File: src/hdl/ctc_pkg.sv
// package for the canonical tuple type classifier
// shared types, field widths, kind codes and fsm states; no dependencies
package ctc_pkg;

  // field widths
  localparam int unsigned TYPE_W  = 7;
  localparam int unsigned ATOM_W  = 16;
  localparam int unsigned INDEX_W = 9;

  // stream widths
  localparam int unsigned S_DATA_W = 96;
  localparam int unsigned S_USER_W = 3;
  localparam int unsigned M_DATA_W = 80;
  localparam int unsigned M_USER_W = 2;

  // number of per-kind tables and default table depth
  localparam int unsigned KIND_COUNT      = 5;
  localparam int unsigned TABLE_DEPTH_DEF = 512;

  // entries in the queue between front and back
  localparam int unsigned QUEUE_DEPTH = 4;

  // term kinds
  typedef enum logic [2:0] {
    KIND_BOND        = 3'd0,
    KIND_ANGLE       = 3'd1,
    KIND_DIHEDRAL    = 3'd2,
    KIND_OOP         = 3'd3,
    KIND_ANGLE_ANGLE = 3'd4,
    KIND_CLEAR       = 3'd5
  } ctc_kind_e;

  // four atom types, member a in the lowest bits
  typedef struct packed {
    logic [TYPE_W-1:0] d;
    logic [TYPE_W-1:0] c;
    logic [TYPE_W-1:0] b;
    logic [TYPE_W-1:0] a;
  } ctc_tuple_t;

  // four atom indices, member a in the lowest bits
  typedef struct packed {
    logic [ATOM_W-1:0] d;
    logic [ATOM_W-1:0] c;
    logic [ATOM_W-1:0] b;
    logic [ATOM_W-1:0] a;
  } ctc_atoms_t;

  // classified item handed from front to back
  typedef struct packed {
    logic [2:0] kind;
    ctc_tuple_t tuple;
    ctc_atoms_t atoms;
  } ctc_item_t;

  // result item
  typedef struct packed {
    logic [INDEX_W-1:0] type_index;
    ctc_atoms_t         ordered;
    logic               new_entry;
    logic               overflow;
  } ctc_result_t;

  // back-end sequencer states
  typedef enum logic [1:0] {
    ST_IDLE,
    ST_SEARCH,
    ST_RESP
  } ctc_state_e;

endpackage

File: src/hdl/ctc_fifo.sv
// short queue of classified items between front and back end
// depends on ctc_pkg for the item type and the queue depth
module ctc_fifo (
  input  logic               clk_i,
  input  logic               rst_ni,
  input  logic               wr_valid_i,
  output logic               wr_ready_o,
  input  ctc_pkg::ctc_item_t wr_item_i,
  output logic               rd_valid_o,
  input  logic               rd_ready_i,
  output ctc_pkg::ctc_item_t rd_item_o
);
  import ctc_pkg::*;

  localparam int unsigned PtrW = $clog2(QUEUE_DEPTH);
  localparam int unsigned CntW = $clog2(QUEUE_DEPTH + 1);
  localparam logic [CntW-1:0] Full = CntW'(QUEUE_DEPTH);
  localparam logic [PtrW-1:0] LastPtr = PtrW'(QUEUE_DEPTH - 1);

  ctc_item_t       slot_q [QUEUE_DEPTH];
  logic [PtrW-1:0] wr_ptr_d, wr_ptr_q, rd_ptr_d, rd_ptr_q;
  logic [CntW-1:0] cnt_d, cnt_q;
  logic            push, pop;

  assign wr_ready_o = cnt_q != Full;
  assign rd_valid_o = cnt_q != '0;
  assign rd_item_o  = slot_q[rd_ptr_q];
  assign push       = wr_valid_i && wr_ready_o;
  assign pop        = rd_valid_o && rd_ready_i;

  // pointer and fill count update
  always_comb begin
    wr_ptr_d = wr_ptr_q;
    rd_ptr_d = rd_ptr_q;
    cnt_d    = cnt_q;
    if (push) begin
      wr_ptr_d = (wr_ptr_q == LastPtr) ? '0 : wr_ptr_q + 1'b1;
    end
    if (pop) begin
      rd_ptr_d = (rd_ptr_q == LastPtr) ? '0 : rd_ptr_q + 1'b1;
    end
    if (push && !pop) begin
      cnt_d = cnt_q + 1'b1;
    end else if (pop && !push) begin
      cnt_d = cnt_q - 1'b1;
    end
  end

  always_ff @(posedge clk_i or negedge rst_ni) begin
    if (!rst_ni) begin
      wr_ptr_q <= '0;
      rd_ptr_q <= '0;
      cnt_q    <= '0;
    end else begin
      wr_ptr_q <= wr_ptr_d;
      rd_ptr_q <= rd_ptr_d;
      cnt_q    <= cnt_d;
    end
  end

  // storage slots
  always_ff @(posedge clk_i) begin
    if (push) begin
      slot_q[wr_ptr_q] <= wr_item_i;
    end
  end

endmodule

File: config.mk
export PLATFORM = sky130hd
export DESIGN_NAME = ctc_fifo
export DESIGN_NICKNAME = d
export VERILOG_FILES = /design/src/hdl/ctc_pkg.sv /design/src/hdl/ctc_fifo.sv
export SDC_FILE = /design/constraint.sdc
export NUM_CORES = 1
export LEC_CHECK = 0
export BUFFER_PORTS_ARGS = -buffer_cell sky130_fd_sc_hd__clkbuf_2
export CORE_MARGIN = 2
export CORE_UTILIZATION = 45
export CTS_BUF_LIST = sky130_fd_sc_hd__clkbuf_8
export DETAILED_ROUTE_END_ITERATION = 6
export RECOVER_POWER = 100
export SLEW_MARGIN = 25
export SYNTH_ARGS = -nofsm -noshare
export SYNTH_HDL_FRONTEND = slang
export SYNTH_SLANG_ARGS = --single-unit
File: constraint.sdc
create_clock -name clk_i -period 6.1 [get_ports clk_i]
set_input_delay 0.305 -clock clk_i [delete_from_list [all_inputs] [get_ports clk_i]]
set_output_delay 0.305 -clock clk_i [all_outputs]
set_load 0.05 [all_outputs]
==> results.cfg <==
[run_status]
status = finished with violations
violations = max-capacitance violations, max-slew violations

[synth]
avgSynthCellArea_sq_um = 26.48
synthesis.nets = 640
netlist_area_sq_um = 14140
ys_seq_area_share_pct = 81.93
ys_ff_latch = 387
synth_cell_type_count = 20
netlist_instances = 534
ys_warn_count = 0

[critical_path]
crit_end = rd_item_o[41]
crit_arrival_ns = 4.32
critical_path.cell_chain = buf_4 -> mux4_2 -> clkbuf_1
startpoint_type = register
reg2reg_slack_ns = 1.60
critPathCaptureType = primary output
cp_slowest_stage_delay_ns = 1.98
criticalPathCategory = reg2out
crit_fanout = 52
r2r_end = slot_q[1][64]$_DFFE_PP_
crit_required_ns = 5.79
crit_slowest_cell = dfrtp_1
setup.worst_path.start = rd_ptr_q[1]$_DFFE_PN0P_
r2r_cells = 5
rr_startpoint = cnt_q[0]$_DFFE_PN0P_

[die]
start_util_pct = 45.99
die_w_um = 181.3
die_h_um = 181.3
pin_count = 196
fp.dieArea_sq_um = 32860
num_rows = 64
core_area_sq_um = 30750

[timing]
max_freq_mhz = 216.4
min_period_over_period_pct = 75.77
skew_ns = 0.02418
tightest_slew_ns = 2.838
post-route-min-period_ns = 4.622
drv_slew = 175
setup_viol = 0
rsz0062_at_grt = false
relSlewSlack_pct = -89.30
setup_tns_ns = 0
hold_violations = 0

[power_and_ir_drop]
p_leak_nw = 5.579
p_clk_share_pct = 20.9
switching_power_w = 0.003745
seqPwrFrac_pct = 41.4
power.internal_w = 0.005457
ir_drop_uv = 509.4
netSwitchingFraction_pct = 40.70
p_comb_share_pct = 37.7
power.density_nw_per_um2 = 530.9
power.total_w = 0.009201

[grt]
grt.total_usage_pct = 17.16
grt_antenna_before_repair = 1
grt_pass1_vias = 7654
grt_pass1_wl_um = 43190
grt_overflow = 0
grt_max_degree = 56

[routing]
num_vias = 6800
drt_first_iter_violations = 420
wl_per_cell_um = 21.05
drc = 0
ant_nets = 0
finalWirelength_um = 27830
avgViaCountPerCell = 5.144
first_pass_iters = 4

[hold_path]
holdCritPathClass = in2reg

[clock_tree]
cts_resized = 0
cts_inserted_buffers = 61
cts-root-buf = clkbuf_8
clk_pin_slew_ns = 0.06
clk_path_buf_depth = 3
clock_latency_ns = 0.61
cts_tree = done
htreeDepth = 2
cts_sinks = 387

[job]
drv_cap = 4

[placed_design]
dp_hpwl_um = 16380
place.gp.congestion = 0.7158
io_buffer_count = 195

[finish]
nets = 980
area_growth_pct = 22.57
drive_gt1_share_pct = 21.08
mostFrequentLayoutCells = edfxtp_1 (380), clkbuf_1 (191), dlygate4sd3_1 (96)
final_common_cell = edfxtp_1
-- critical path: cells and delay by family (launching register included) --
kind     cells  cell delay [ns]
mux          1             0.33
flops        1             1.98
buf+inv      2             1.39
-- kinds of logic after synthesis --
group | share of synthesized area (%)
AND/OR/NAND/NOR | 0.3805
buffers and inverters | 1.248
XOR/XNOR | 0.1858
flip-flops | 81.93
multiplexers | 15.53
AO/OA/AOI/OAI | 0.05311
adder cells (fa/ha/maj) | 0.6724
-- metal layers --
layer  track usage (%)  routed length [um]  up-vias  share of wire, %
met1             22.77               11810     3552                42
met3             4.394                1671       43               6.0
met5                 0                   0        -                 0
li1                  -                   -     3001                 -
met4             4.390                 470        0               1.7
met2             28.60               13880      204                50
-- layout make-up --
cell class	instances	area, sq um
clock inverter	53	242.7
antenna	1	2.502
sequential	387	11590
tap	396	495.5
multi-input combinational	122	2386
clock buffer	61	839.6
timing repair buffer	299	1765
fill	2377	13420
inverter	3	11.26
-- flip-flops by register name (all words and copies together) (netlist names) --
| name | cells |
|---|---|
| slot_q | 380 |
| cnt_q | 3 |
| rd_ptr_q | 2 |
| wr_ptr_q | 2 |
-- Yosys cell counts (all sizes together) --
cell type | n | area, sq um
or3 | 1 | 6.260
edfxtp | 380 | 11410
nand2 | 2 | 7.510
nor2 | 4 | 15.01
xnor2 | 1 | 8.760
xor2 | 2 | 17.52
mux4 | 95 | 2140
inv | 3 | 11.26
fa | 1 | 20.02
and2 | 4 | 25.02
clkbuf | 4 | 15.01
dfrtp | 7 | 175.2
a21boi | 1 | 7.510
buf | 18 | 150.1
ha | 6 | 75.07
mux2 | 5 | 56.30
-- stage by stage --
stage	setup slack (ns)	hold slack, ns	area (sq um)	utilization, %	std cells
global placement	3.165	0.1512	15520	50.46	1110
detailed placement	3.094	0.1601	15540	50.53	1111
finish	1.478	0.1125	17330	56.37	1322
global route	1.172	0.09915	17330	56.36	1321
CTS	2.463	0.04725	17580	57.17	1321
floorplan	2.577	0.009409	14140	-	534
-- how the worst min path moves through the flow --
stage	to	start	cells after the start
3_5_place_dp	rd_ptr_q[0]$_DFFE_PN0P_	rst_ni	1
3_3_place_gp	rd_ptr_q[1]$_DFFE_PN0P_	rst_ni	1
6_report	rd_ptr_q[1]$_DFFE_PN0P_	rd_ready_i	3
4_1_cts	rd_ptr_q[0]$_DFFE_PN0P_	rst_ni	2
5_1_grt	rd_ptr_q[0]$_DFFE_PN0P_	rd_ready_i	3
2_1_floorplan	cnt_q[0]$_DFFE_PN0P_	rst_ni	0
-- timing repair --
| item | 4_1_cts | 5_1_grt |
|---|---|---|
| endpoints found under the hold margin | 387 | 0 |
| hold buffers | 96 | 0 |
| setup buffers | 0 | 0 |
-- power by group through the flow --
stage          logic (W)  clock network [W]  registers (W)
4_1_cts          0.00362            0.00199        0.00382
3_5_place_dp     0.00356                  0        0.00387
3_3_place_gp     0.00352                  0        0.00383
2_1_floorplan    0.00293                  0        0.00369
6_report         0.00347            0.00193        0.00381
5_1_grt          0.00364            0.00211        0.00388
No activity file was read; power rests on OpenSTA's default activity.
